===== src/hdl/ssf_pkg.sv =====
// Shared types and constants of the strided slice stream filter.
`timescale 1ns / 1ps
package ssf_pkg;

  // Number of tensor axes, in NHWC order
  localparam int AXES = 4;
  localparam int AXIS_BITS = 2;

  // Setup register layout: four 16-bit slots
  localparam int SETUP_BITS = 64;
  localparam int SLOT_BITS = 16;
  localparam int SLOT_SIZE = 0;
  localparam int SLOT_BEGIN = 16;
  localparam int SLOT_END = 32;
  localparam int SLOT_STRIDE = 48;
  localparam logic [SETUP_BITS-1:0] RESET_SETUP = 64'h0001_0001_0000_0001;

  // Configuration index port: wider than the register list so that stray
  // indexes can be recognized and dropped
  localparam int CFG_INDEX_BITS = 3;

  // Element width
  localparam int VALUE_BITS = 32;

  // Result queue between front and back
  localparam int QUEUE_DEPTH = 4;
  localparam int QUEUE_PTR_BITS = 2;

  // Register indexes of the configuration port
  typedef enum logic [AXIS_BITS-1:0] {
    REG_AXIS_N = 2'd0,
    REG_AXIS_H = 2'd1,
    REG_AXIS_W = 2'd2,
    REG_AXIS_C = 2'd3
  } ssf_reg_t;

  // One result item
  typedef struct packed {
    logic [VALUE_BITS-1:0] value;
    logic                  last;
    logic                  empty;
  } ssf_result_t;

endpackage


===== src/hdl/ssf_front.sv =====
// Front part: setup registers, coordinate counters and element classification.
`timescale 1ns / 1ps
module ssf_front #(
  parameter int DIM_BITS = 16
) (
  input  logic                             clk,
  input  logic                             rst,
  input  logic                             cfg_valid,
  output logic                             cfg_ready,
  input  logic [ssf_pkg::CFG_INDEX_BITS-1:0] cfg_index,
  input  logic [ssf_pkg::SETUP_BITS-1:0]   cfg_data,
  input  logic                             in_valid,
  output logic                             in_ready,
  input  logic [ssf_pkg::VALUE_BITS-1:0]   elem_value,
  input  logic                             queue_full,
  output logic                             push,
  output ssf_pkg::ssf_result_t             push_data
);
  import ssf_pkg::*;

  localparam logic [DIM_BITS-1:0] RESET_BEG = DIM_BITS'(RESET_SETUP >> SLOT_BEGIN);

  logic [SETUP_BITS-1:0] setup [AXES];
  logic [DIM_BITS-1:0]   coord [AXES];
  logic [DIM_BITS-1:0]   pick [AXES];
  logic                  any_emitted;

  logic [DIM_BITS-1:0]   coord_next [AXES];
  logic [DIM_BITS-1:0]   pick_next [AXES];
  logic [DIM_BITS-1:0]   ax_size [AXES];
  logic [DIM_BITS-1:0]   ax_beg [AXES];
  logic [DIM_BITS-1:0]   ax_end [AXES];
  logic [DIM_BITS-1:0]   ax_stride [AXES];
  logic [DIM_BITS-1:0]   new_beg;
  logic [AXES-1:0]       ax_sel;
  logic [AXES-1:0]       ax_last;
  logic [AXES-1:0]       ax_fin;
  logic                  sel;
  logic                  fin;
  logic                  take;
  logic                  cfg_hit;
  ssf_reg_t              cfg_reg;

  assign cfg_ready = 1'b1;
  assign in_ready  = !queue_full;
  assign take      = in_valid && !queue_full;
  assign cfg_reg   = ssf_reg_t'(cfg_index[AXIS_BITS-1:0]);
  assign cfg_hit   = cfg_valid && (cfg_index[CFG_INDEX_BITS-1:AXIS_BITS] == '0);
  assign new_beg   = cfg_data[SLOT_BEGIN +: DIM_BITS];

  // Decode each axis: zero size and stride become one, end clamps to size
  always_comb begin
    for (int a = 0; a < AXES; a++) begin
      ax_size[a]   = setup[a][SLOT_SIZE +: DIM_BITS];
      ax_beg[a]    = setup[a][SLOT_BEGIN +: DIM_BITS];
      ax_end[a]    = setup[a][SLOT_END +: DIM_BITS];
      ax_stride[a] = setup[a][SLOT_STRIDE +: DIM_BITS];
      if (ax_size[a] == '0) begin
        ax_size[a] = DIM_BITS'(1);
      end
      if (ax_stride[a] == '0) begin
        ax_stride[a] = DIM_BITS'(1);
      end
      if (ax_end[a] > ax_size[a]) begin
        ax_end[a] = ax_size[a];
      end
    end
  end

  // Classify the current coordinate on each axis
  always_comb begin
    for (int a = 0; a < AXES; a++) begin
      ax_sel[a]  = (coord[a] == pick[a]) && (coord[a] < ax_end[a]);
      ax_last[a] = ({1'b0, coord[a]} + {1'b0, ax_stride[a]}) >= {1'b0, ax_end[a]};
      ax_fin[a]  = ({1'b0, coord[a]} + (DIM_BITS+1)'(1)) >= {1'b0, ax_size[a]};
    end
  end

  assign sel = &ax_sel;
  assign fin = &ax_fin;

  // Build the result for this element
  always_comb begin
    push_data.value = elem_value;
    push_data.last  = &ax_last;
    push_data.empty = 1'b0;
    push = 1'b0;
    if (take) begin
      if (sel) begin
        push = 1'b1;
      end else if (fin && !any_emitted) begin
        push = 1'b1;
        push_data.value = '0;
        push_data.last  = 1'b0;
        push_data.empty = 1'b1;
      end
    end
  end

  // Advance the coordinate odometer, channel axis fastest
  always_comb begin
    logic                carry;
    logic [DIM_BITS:0]   step;
    carry = 1'b1;
    step  = '0;
    for (int a = 0; a < AXES; a++) begin
      coord_next[a] = coord[a];
      pick_next[a]  = pick[a];
    end
    for (int a = AXES - 1; a >= 0; a--) begin
      if (carry) begin
        if (ax_fin[a]) begin
          coord_next[a] = '0;
          pick_next[a]  = ax_beg[a];
        end else begin
          if (coord[a] == pick[a]) begin
            step = {1'b0, pick[a]} + {1'b0, ax_stride[a]};
            pick_next[a] = step[DIM_BITS] ? '1 : step[DIM_BITS-1:0];
          end
          coord_next[a] = coord[a] + DIM_BITS'(1);
          carry = 1'b0;
        end
      end
    end
  end

  // Setup writes restart the tensor; accepted elements advance it
  always_ff @(posedge clk) begin
    if (rst) begin
      for (int a = 0; a < AXES; a++) begin
        setup[a] <= RESET_SETUP;
        coord[a] <= '0;
        pick[a]  <= RESET_BEG;
      end
      any_emitted <= 1'b0;
    end else if (cfg_hit) begin
      setup[cfg_reg] <= cfg_data;
      for (int a = 0; a < AXES; a++) begin
        coord[a] <= '0;
        pick[a]  <= (AXIS_BITS'(a) == cfg_reg) ? new_beg : ax_beg[a];
      end
      any_emitted <= 1'b0;
    end else if (take) begin
      for (int a = 0; a < AXES; a++) begin
        coord[a] <= coord_next[a];
        pick[a]  <= pick_next[a];
      end
      if (fin) begin
        any_emitted <= 1'b0;
      end else if (sel) begin
        any_emitted <= 1'b1;
      end
    end
  end

endmodule


===== src/hdl/ssf_queue.sv =====
// Result queue between the classifying front and the output back.
`timescale 1ns / 1ps
module ssf_queue (
  input  logic                 clk,
  input  logic                 rst,
  input  logic                 push,
  input  ssf_pkg::ssf_result_t push_data,
  output logic                 full,
  input  logic                 pop,
  output logic                 head_valid,
  output ssf_pkg::ssf_result_t head_data
);
  import ssf_pkg::*;

  ssf_result_t               entry [QUEUE_DEPTH];
  logic [QUEUE_PTR_BITS-1:0] wr_ptr;
  logic [QUEUE_PTR_BITS-1:0] rd_ptr;
  logic [QUEUE_PTR_BITS:0]   count;
  logic                      do_push;
  logic                      do_pop;

  assign full       = (count == (QUEUE_PTR_BITS+1)'(QUEUE_DEPTH));
  assign head_valid = (count != '0);
  assign head_data  = entry[rd_ptr];
  assign do_push    = push && !full;
  assign do_pop     = pop && head_valid;

  // Store pushed results
  always_ff @(posedge clk) begin
    if (do_push) begin
      entry[wr_ptr] <= push_data;
    end
  end

  // Advance pointers and occupancy
  always_ff @(posedge clk) begin
    if (rst) begin
      wr_ptr <= '0;
      rd_ptr <= '0;
      count  <= '0;
    end else begin
      if (do_push) begin
        wr_ptr <= wr_ptr + QUEUE_PTR_BITS'(1);
      end
      if (do_pop) begin
        rd_ptr <= rd_ptr + QUEUE_PTR_BITS'(1);
      end
      if (do_push && !do_pop) begin
        count <= count + (QUEUE_PTR_BITS+1)'(1);
      end else if (do_pop && !do_push) begin
        count <= count - (QUEUE_PTR_BITS+1)'(1);
      end
    end
  end

endmodule


===== src/hdl/ssf_back.sv =====
// Back part: output register that presents results on the output channel.
`timescale 1ns / 1ps
module ssf_back (
  input  logic                            clk,
  input  logic                            rst,
  input  logic                            head_valid,
  input  ssf_pkg::ssf_result_t            head_data,
  output logic                            pop,
  output logic                            out_valid,
  input  logic                            out_ready,
  output logic [ssf_pkg::VALUE_BITS-1:0]  out_value,
  output logic                            out_last,
  output logic                            slice_empty
);
  import ssf_pkg::*;

  ssf_result_t held;

  // Load a new result when the register is free or being drained
  assign pop = head_valid && (!out_valid || out_ready);

  assign out_value   = held.value;
  assign out_last    = held.last;
  assign slice_empty = held.empty;

  // Hold the payload until the transaction completes
  always_ff @(posedge clk) begin
    if (pop) begin
      held <= head_data;
    end
  end

  always_ff @(posedge clk) begin
    if (rst) begin
      out_valid <= 1'b0;
    end else if (pop) begin
      out_valid <= 1'b1;
    end else if (out_ready) begin
      out_valid <= 1'b0;
    end
  end

endmodule


===== src/hdl/strided_slice_stream_filter.sv =====
// Top level of the strided four-axis slice filter for NHWC element streams.
//
//   channel  signals                                   direction
//   cfg      cfg_valid/cfg_ready, cfg_index, cfg_data  in  (setup writes)
//   in       in_valid/in_ready, elem_value             in  (one element each)
//   out      out_valid/out_ready, out_value,           out (selected elements,
//            out_last, slice_empty                          empty-slice flag)
//
// One element is accepted per cycle while the result queue has room; the front
// classifies it in the accept cycle, and its result enters the queue and then
// the output register, which loads once it is empty or being drained.
// A four-entry result queue decouples the front from the output register;
// in_ready drops only while that queue is full.
// Synchronous reset restores every axis setup (size 1, begin 0, end 1,
// stride 1) and restarts the tensor; any setup write also restarts it.
// cfg_ready is always high; indexes beyond the four axes are dropped.
`timescale 1ns / 1ps
module strided_slice_stream_filter #(
  parameter int DIM_BITS = 16
) (
  input  logic                               clk,
  input  logic                               rst,
  input  logic                               cfg_valid,
  output logic                               cfg_ready,
  input  logic [ssf_pkg::CFG_INDEX_BITS-1:0] cfg_index,
  input  logic [ssf_pkg::SETUP_BITS-1:0]     cfg_data,
  input  logic                               in_valid,
  output logic                               in_ready,
  input  logic [ssf_pkg::VALUE_BITS-1:0]     elem_value,
  output logic                               out_valid,
  input  logic                               out_ready,
  output logic [ssf_pkg::VALUE_BITS-1:0]     out_value,
  output logic                               out_last,
  output logic                               slice_empty
);
  import ssf_pkg::*;

  logic        push;
  ssf_result_t push_data;
  logic        queue_full;
  logic        pop;
  logic        head_valid;
  ssf_result_t head_data;

  // Classify incoming elements
  ssf_front #(
    .DIM_BITS(DIM_BITS)
  ) u_front (
    .clk        (clk),
    .rst        (rst),
    .cfg_valid  (cfg_valid),
    .cfg_ready  (cfg_ready),
    .cfg_index  (cfg_index),
    .cfg_data   (cfg_data),
    .in_valid   (in_valid),
    .in_ready   (in_ready),
    .elem_value (elem_value),
    .queue_full (queue_full),
    .push       (push),
    .push_data  (push_data)
  );

  // Buffer results between the two sides
  ssf_queue u_queue (
    .clk        (clk),
    .rst        (rst),
    .push       (push),
    .push_data  (push_data),
    .full       (queue_full),
    .pop        (pop),
    .head_valid (head_valid),
    .head_data  (head_data)
  );

  // Present results
  ssf_back u_back (
    .clk         (clk),
    .rst         (rst),
    .head_valid  (head_valid),
    .head_data   (head_data),
    .pop         (pop),
    .out_valid   (out_valid),
    .out_ready   (out_ready),
    .out_value   (out_value),
    .out_last    (out_last),
    .slice_empty (slice_empty)
  );

endmodule

===== config.mk =====
export PLATFORM = sky130hd
export DESIGN_NAME = strided_slice_stream_filter
export DESIGN_NICKNAME = d
export VERILOG_FILES = /design/src/hdl/ssf_pkg.sv /design/src/hdl/ssf_front.sv /design/src/hdl/ssf_queue.sv /design/src/hdl/ssf_back.sv /design/src/hdl/strided_slice_stream_filter.sv
export SDC_FILE = /design/constraint.sdc
export NUM_CORES = 1
export LEC_CHECK = 0
export BUFFER_PORTS_ARGS = -buffer_cell sky130_fd_sc_hd__buf_2
export CAP_MARGIN = 20
export CELL_PAD_IN_SITES_DETAIL_PLACEMENT = 1
export CELL_PAD_IN_SITES_GLOBAL_PLACEMENT = 2
export CORE_AREA = 3 3 313 315
export DETAILED_ROUTE_END_ITERATION = 8
export DIE_AREA = 0 0 316 318
export HOLD_SLACK_MARGIN = 0.08
export PLACE_DENSITY = 0.87
export SYNTH_ARGS = -nofsm -noshare
export SYNTH_HDL_FRONTEND = slang
export SYNTH_SLANG_ARGS = --single-unit

===== constraint.sdc =====
create_clock -name clk -period 5.1 [get_ports clk]
set_input_delay 0.51 -clock clk [delete_from_list [all_inputs] [get_ports clk]]
set_output_delay 0.51 -clock clk [all_outputs]
set_load 0.05 [all_outputs]

-- Word-level counts from Yosys, hierarchy flattened
Memory sizes are Yosys's and may differ from the RTL's. A register that Yosys moved wholly into a read port is not among the register bits.
Index checks and enable logic that the tools add are counted.
- add/sub/neg operators: 20
- magnitude comparators: 16
- equality and inequality tests: 8
- multiplexer cells: 85
- bitwise gates (word level): 17
- reductions and logical operators: 37
- operators by type and width (operator ; number):
    two-way mux 16 bit ; 54
    adder 16 x 16 -> 17 bit ; 8
    >= comparator 17 x 16 -> 1 bit ; 8
    zero test 16 bit ; 8
    two-way mux 34 bit ; 3
    adder 16 x 1 -> 17 bit (second input constant) ; 4
    adder 16 x 1 -> 16 bit (second input constant) ; 4
    equality test 16 bit ; 4
    greater-than comparator 16 bit ; 4
    less-than comparator 16 bit ; 4
    two-way mux 64 bit ; 1
    OR reduction 64 bit ; 1
    two-way mux 1 bit ; 24
    bitwise OR 1 bit ; 16
    logical AND 1 bit ; 12
    AND reduction 4 bit ; 3
    two-way mux 3 bit ; 2
    nonzero test 2 bit ; 3
    zero test 1 bit ; 5
    adder 2 x 1 -> 2 bit (second input constant) ; 2
    equality test 2 bit (first input constant) ; 2
    adder 3 x 1 -> 3 bit (second input constant) ; 1
    equality test 3 bit (second input constant) ; 1
    nonzero test 3 bit ; 1
    other kinds (8) ; 8
- register bits after elaboration: 9
- RAM bits: 520
- input bits: 104
- output and inout bits: 37
- logic and storage cells: 192
- memories kept: 4
- memory list (name ; words ; width ; rd ports ; clocked after Yosys merged registers in ; write ports ; line ; RTL):
    u_front.setup ; 4 ; 64 ; 4 ; 0 ; 4 ; ssf_front.sv:23 ; logic [SETUP_BITS-1:0] setup [AXES];
    u_queue.entry ; 4 ; 34 ; 1 ; 1 ; 1 ; ssf_queue.sv:15 ; ssf_result_t entry [QUEUE_DEPTH];
    u_front.coord ; 4 ; 16 ; 4 ; 0 ; 4 ; ssf_front.sv:24 ; logic [DIM_BITS-1:0] coord [AXES];
    u_front.pick ; 4 ; 16 ; 4 ; 0 ; 4 ; ssf_front.sv:25 ; logic [DIM_BITS-1:0] pick [AXES];

-- Logic depth before layout (Yosys ltp)
An unclocked memory read counts as a cell.
- depth in word-level cells: 15
- gate-level depth with buffers: 28
- depth with buffers taken out: 26

-- By module
From an unflattened synthesis, not the netlist that was laid out.
- cells, all modules: 3320
- area total of the unflattened synthesis: 35903.2 um^2
- modules (own cells, without submodules) (module ; times used ; cells an instance ; area an instance (um^2) ; sequential area each (um^2)):
    ssf_front ; 1 ; 3055 ; 29414.5 ; 11390.9
    ssf_queue ; 1 ; 226 ; 5412.7 ; 4264.1
    ssf_back ; 1 ; 39 ; 1076.0 ; 1041.0

-- Worst setup path before layout
No wires, ideal clock.
- path type: reg-to-reg
- start point: mem u_front.setup[1][14]
- end point: mem u_queue.entry[0][0] in the netlist's numbering (enable)
- setup time: 0.394 ns
- data arrival time: 4.992 ns
- required time: 4.706 ns
- slack: -0.286 ns
- cell stages (with the launch flop): 20
- path buffers: 1
- period minus slack after synthesis: 5.386 ns
- path through: edfxtp_1 inv_1 ha_1 nand4_1 or2_2 nor2_1 a211oi_2 nor2_2 clkbuf_1 mux2i_1 ha_1 and4_1 nor2b_1 o31ai_1 o211ai_1 nor4_1 nand4_1 o31a_1 inv_2 and2_1
- RTL lines (what ; line):
    start: declaration ; ssf_front.sv:23
    end: declaration ; ssf_queue.sv:15

==> run summary <==
Clock Sink Count -> 563
Fmax -> 173 MHz
Ports -> 141
die boundary width -> 316 µm
Met2 Wirelength -> 66200 µm
CTS max path bufs -> 3
Final period util -> 113%
Worst-path clk slew -> 60 ps
Slew Viols, Final -> 0
Sw Ratio -> 36.1%
Hold Path Cell Cnt -> 2
Max Used Layer -> met5
EDFF count, synth -> 538
Seq/Total Area, Yosys -> 46.2%
Via-to-Cell Ratio -> 5.76
Synth Area per Inst -> 10.8 µm²
Initial Util -> 37.9%
PwrDens -> 376 mW/mm²
net count after synthesis -> 3839
wl on met1 -> 55300 µm
clock latency at the later pin of the worst-skew pair -> 650 ps
CTS tree -> yes
ANT nets after route -> 0
Post-synth ARST share -> 0%
via count -> 30138
leakage -> 19.4 nW
status -> complete, but fails checks
routed length on met3 -> 8260 µm
routed wire length -> 135000 µm
#FFs+latches synth -> 563
RePlAce Congestion -> 0.921
FP Rows -> 113
starting DRC count in detailed routing -> 2563
initial antenna violation count -> 18
final setup fails -> 170
CTS buffer count -> 68
Filler cells -> 10374
crit path DAT -> 6330 ps
TNS Setup -> -28310 ps
NetSw -> 6.16 mW
HP Class -> in -> reg
die area -> 0.100 mm²
Max-cap violations -> 0
DP HPWL -> 99100 µm
global-route wire length before repair -> 194000 µm
Max IR drop VDD -> 0.226 mV
share of cells above drive strength 1 -> 25.4%
r2r worst-path depth -> 27
Synth Instances -> 3345
FF-to-FF Start -> u_front.setup[3][10]$_DFFE_PP_
post-layout minimum cycle time -> 5780 ps
hold_sp -> elem_value[19]
core area -> 0.0952 mm²
commonest non-fill, non-tap cell in the layout -> edfxtp_1
post-route worst setup slack -> -681 ps
Setup CP Type -> reg -> reg
Synth Cell Area -> 0.0361 mm²
H-tree depth -> 3
Synth-to-Final Area Change -> 25.7%
RSZ-0062 raised after global routing -> true
Pre-Repair DR Iteration Count -> 5
crit path max fanout -> 4
Sequential Power Share -> 35.9%
fin nets -> 4406
Hold Violations, Final -> 0
largest net degree at the start of global routing -> 77
Ys Warns -> 0
PortBufs -> 139
drt wl/cell -> 25.8 µm
measured slew at the worst slew-check pin -> 1050 ps
Reg area -> 0.0167 mm²
Non-Filler Instances -> 5235
clock share of power -> 28.9%
most frequent cells in the layout -> edfxtp_1 (538), buf_4 (481), ha_1 (365), nor2_1 (327), inv_1 (203)
top_reg_cell synth -> edfxtp_1
clock skew -> 45.4 ps
footprint of the multi-input gates -> 0.0190 mm²
Netlist cell types -> 93
Total GRT Usage -> 25.6%
failing checks -> negative setup slack
crit end category -> flop
Setup crit start kind -> flop
Worst Setup SP -> u_front.setup[3][10]$_DFFE_PP_
Critical Path RT -> 5650 ps
Internal Dissipation -> 10.9 mW
Comb pwr share -> 35.3%
dpl cells -> 5045
die span in y -> 318 µm
GR Overflow Total -> 0
vias in the first global route -> 30897
hold_buf cts -> 0
root buffer cell -> clkbuf_16
DRC errors left -> 0
Slew Limit Headroom -> 30.1%
final timing paths:
check                                     end  slack [ps]
min reg2reg  u_front.coord[2][1]$_SDFFE_PP0P_         510
max             u_queue.count[2]$_SDFFE_PP0P_        -680
min            u_queue.entry[0][21]$_DFFE_PP_         200
max reg2reg     u_queue.count[2]$_SDFFE_PP0P_        -680
synth_stat cells (9+ instances only):
cell type / count / area [µm²]
and3_1: 92 / 576
or3_1: 16 / 100
mux2i_1: 98 / 981
nand2_1: 178 / 668
a21o_1: 60 / 450
xnor2_1: 126 / 1100
xor2_1: 87 / 762
nand3_1: 75 / 375
nand3b_1: 11 / 82.6
ha_1: 381 / 4770
o221ai_1: 55 / 482
nor4_1: 42 / 263
and4_1: 16 / 140
o21a_1: 27 / 203
a21oi_1: 191 / 956
nor2_1: 334 / 1250
clkbuf_1: 136 / 510
dfxtp_1: 25 / 500
nor2b_1: 31 / 194
o22ai_1: 10 / 62.6
inv_1: 207 / 777
o21ai_0: 147 / 736
nor3_1: 56 / 280
nand4_1: 58 / 363
fa_1: 9 / 180
nand2b_1: 13 / 81.3
o21bai_1: 17 / 128
and2_4: 30 / 263
a211oi_1: 20 / 150
a221oi_1: 9 / 78.8
o211ai_1: 15 / 113
mux4_2: 34 / 766
and2_1: 20 / 125
edfxtp_1: 538 / 16200
buf_1: 18 / 67.6
a31oi_1: 11 / 68.8
timing repair:
| item | 4_1_cts | 5_1_grt |
|---|---|---|
| buffers inserted | 40 | 33 |
| pin swaps | 59 | 74 |
| resized for setup | 83 | 125 |
| cloned | 6 | 1 |
| endpoints found under the setup margin | 276 | 278 |
worst max-delay path: stages (launching register included):
cell and delay, ps:
edfxtp_1 440, buf_4 180, buf_4 130, inv_1 70, ha_1 260, a21o_1 190
a21oi_1 200, o2bb2ai_1 210, o31ai_4 440, buf_6 180, nor2_1 50, a21oi_2 230
ha_4 270, nand4_1 170, nor3_2 60, and4_4 210, nand2_1 80, a221oi_2 40
a311oi_2 340, nand4_1 200, o31a_1 390, inv_2 100, ha_4 140, inv_2 40
fa_2 360, xor2_2 200, or3_4 340, a21oi_2 150
flip-flops by register name (all words and copies together), names as in the netlist:
| name | count |
|---|---|
| u_back.out_valid | 1 |
| u_back.out_last | 1 |
| u_front.any_emitted | 1 |
| u_queue.entry | 136 |
| u_back.out_value | 32 |
| u_front.coord | 64 |
| u_queue.count | 3 |
| u_queue.rd_ptr | 2 |
| u_front.setup | 256 |
| u_front.pick | 64 |
| u_back.slice_empty | 1 |
| u_queue.wr_ptr | 2 |
final cells by class:
class                           count  share of cell area (%)
Clock inverter                     37                    1.05
Antenna cell                        9                  0.0497
Tap cell                         1265                    3.49
Inverter                          208                    1.73
Sequential cell                   563                    36.7
Timing Repair Buffer              662                    11.2
Multi-Input combinational cell   2409                    41.9
Clock buffer                       82                    3.87
power groups by stage:
stage	registers (mW)	clock network [mW]	logic (mW)
2_1_floorplan	6.56	0	3.07
3_3_place_gp	6.14	0	5.34
3_5_place_dp	6.18	0	5.53
4_1_cts	6.10	4.98	5.73
5_1_grt	6.16	5.19	6.49
6_report	6.12	4.92	6.02
metal layers:
metal | vias to the layer above | track usage [%]
met5 | - | 0
met4 | 8 | 9.74
met3 | 271 | 3.89
met2 | 1073 | 43.3
met1 | 15223 | 33.0
li1 | 13563 | -
through the flow:
step	instance area [µm²]	util, %	total power, mW	hold WS, ps	worst slack (ps)
2_1_floorplan	36100	-	9.63	471	5.23
3_3_place_gp	41400	43.5	11.5	477	-685
3_5_place_dp	41400	43.5	11.7	499	-811
4_1_cts	44500	46.7	16.8	158	-412
5_1_grt	45300	47.6	17.8	181	-842
6_report	45300	47.6	17.1	201	-681
logic make-up (layout without fill, tap and decap cells):
group / count (synthesis) / in the layout / share of synthesized area, %
XOR/XNOR: 213 / 213 / 5.17
adder cells (fa/ha/maj): 393 / 393 / 13.8
multiplexers: 134 / 134 / 4.90
AND/OR/NAND/NOR: 1007 / 1007 / 14.0
flip-flops: 563 / 563 / 46.2
buffers and inverters: 374 / 989 / 4.00
other: 1 / 10 / 0.0104
AO/OA/AOI/OAI: 660 / 661 / 11.9
No activity file was read; power rests on OpenSTA's default activity.
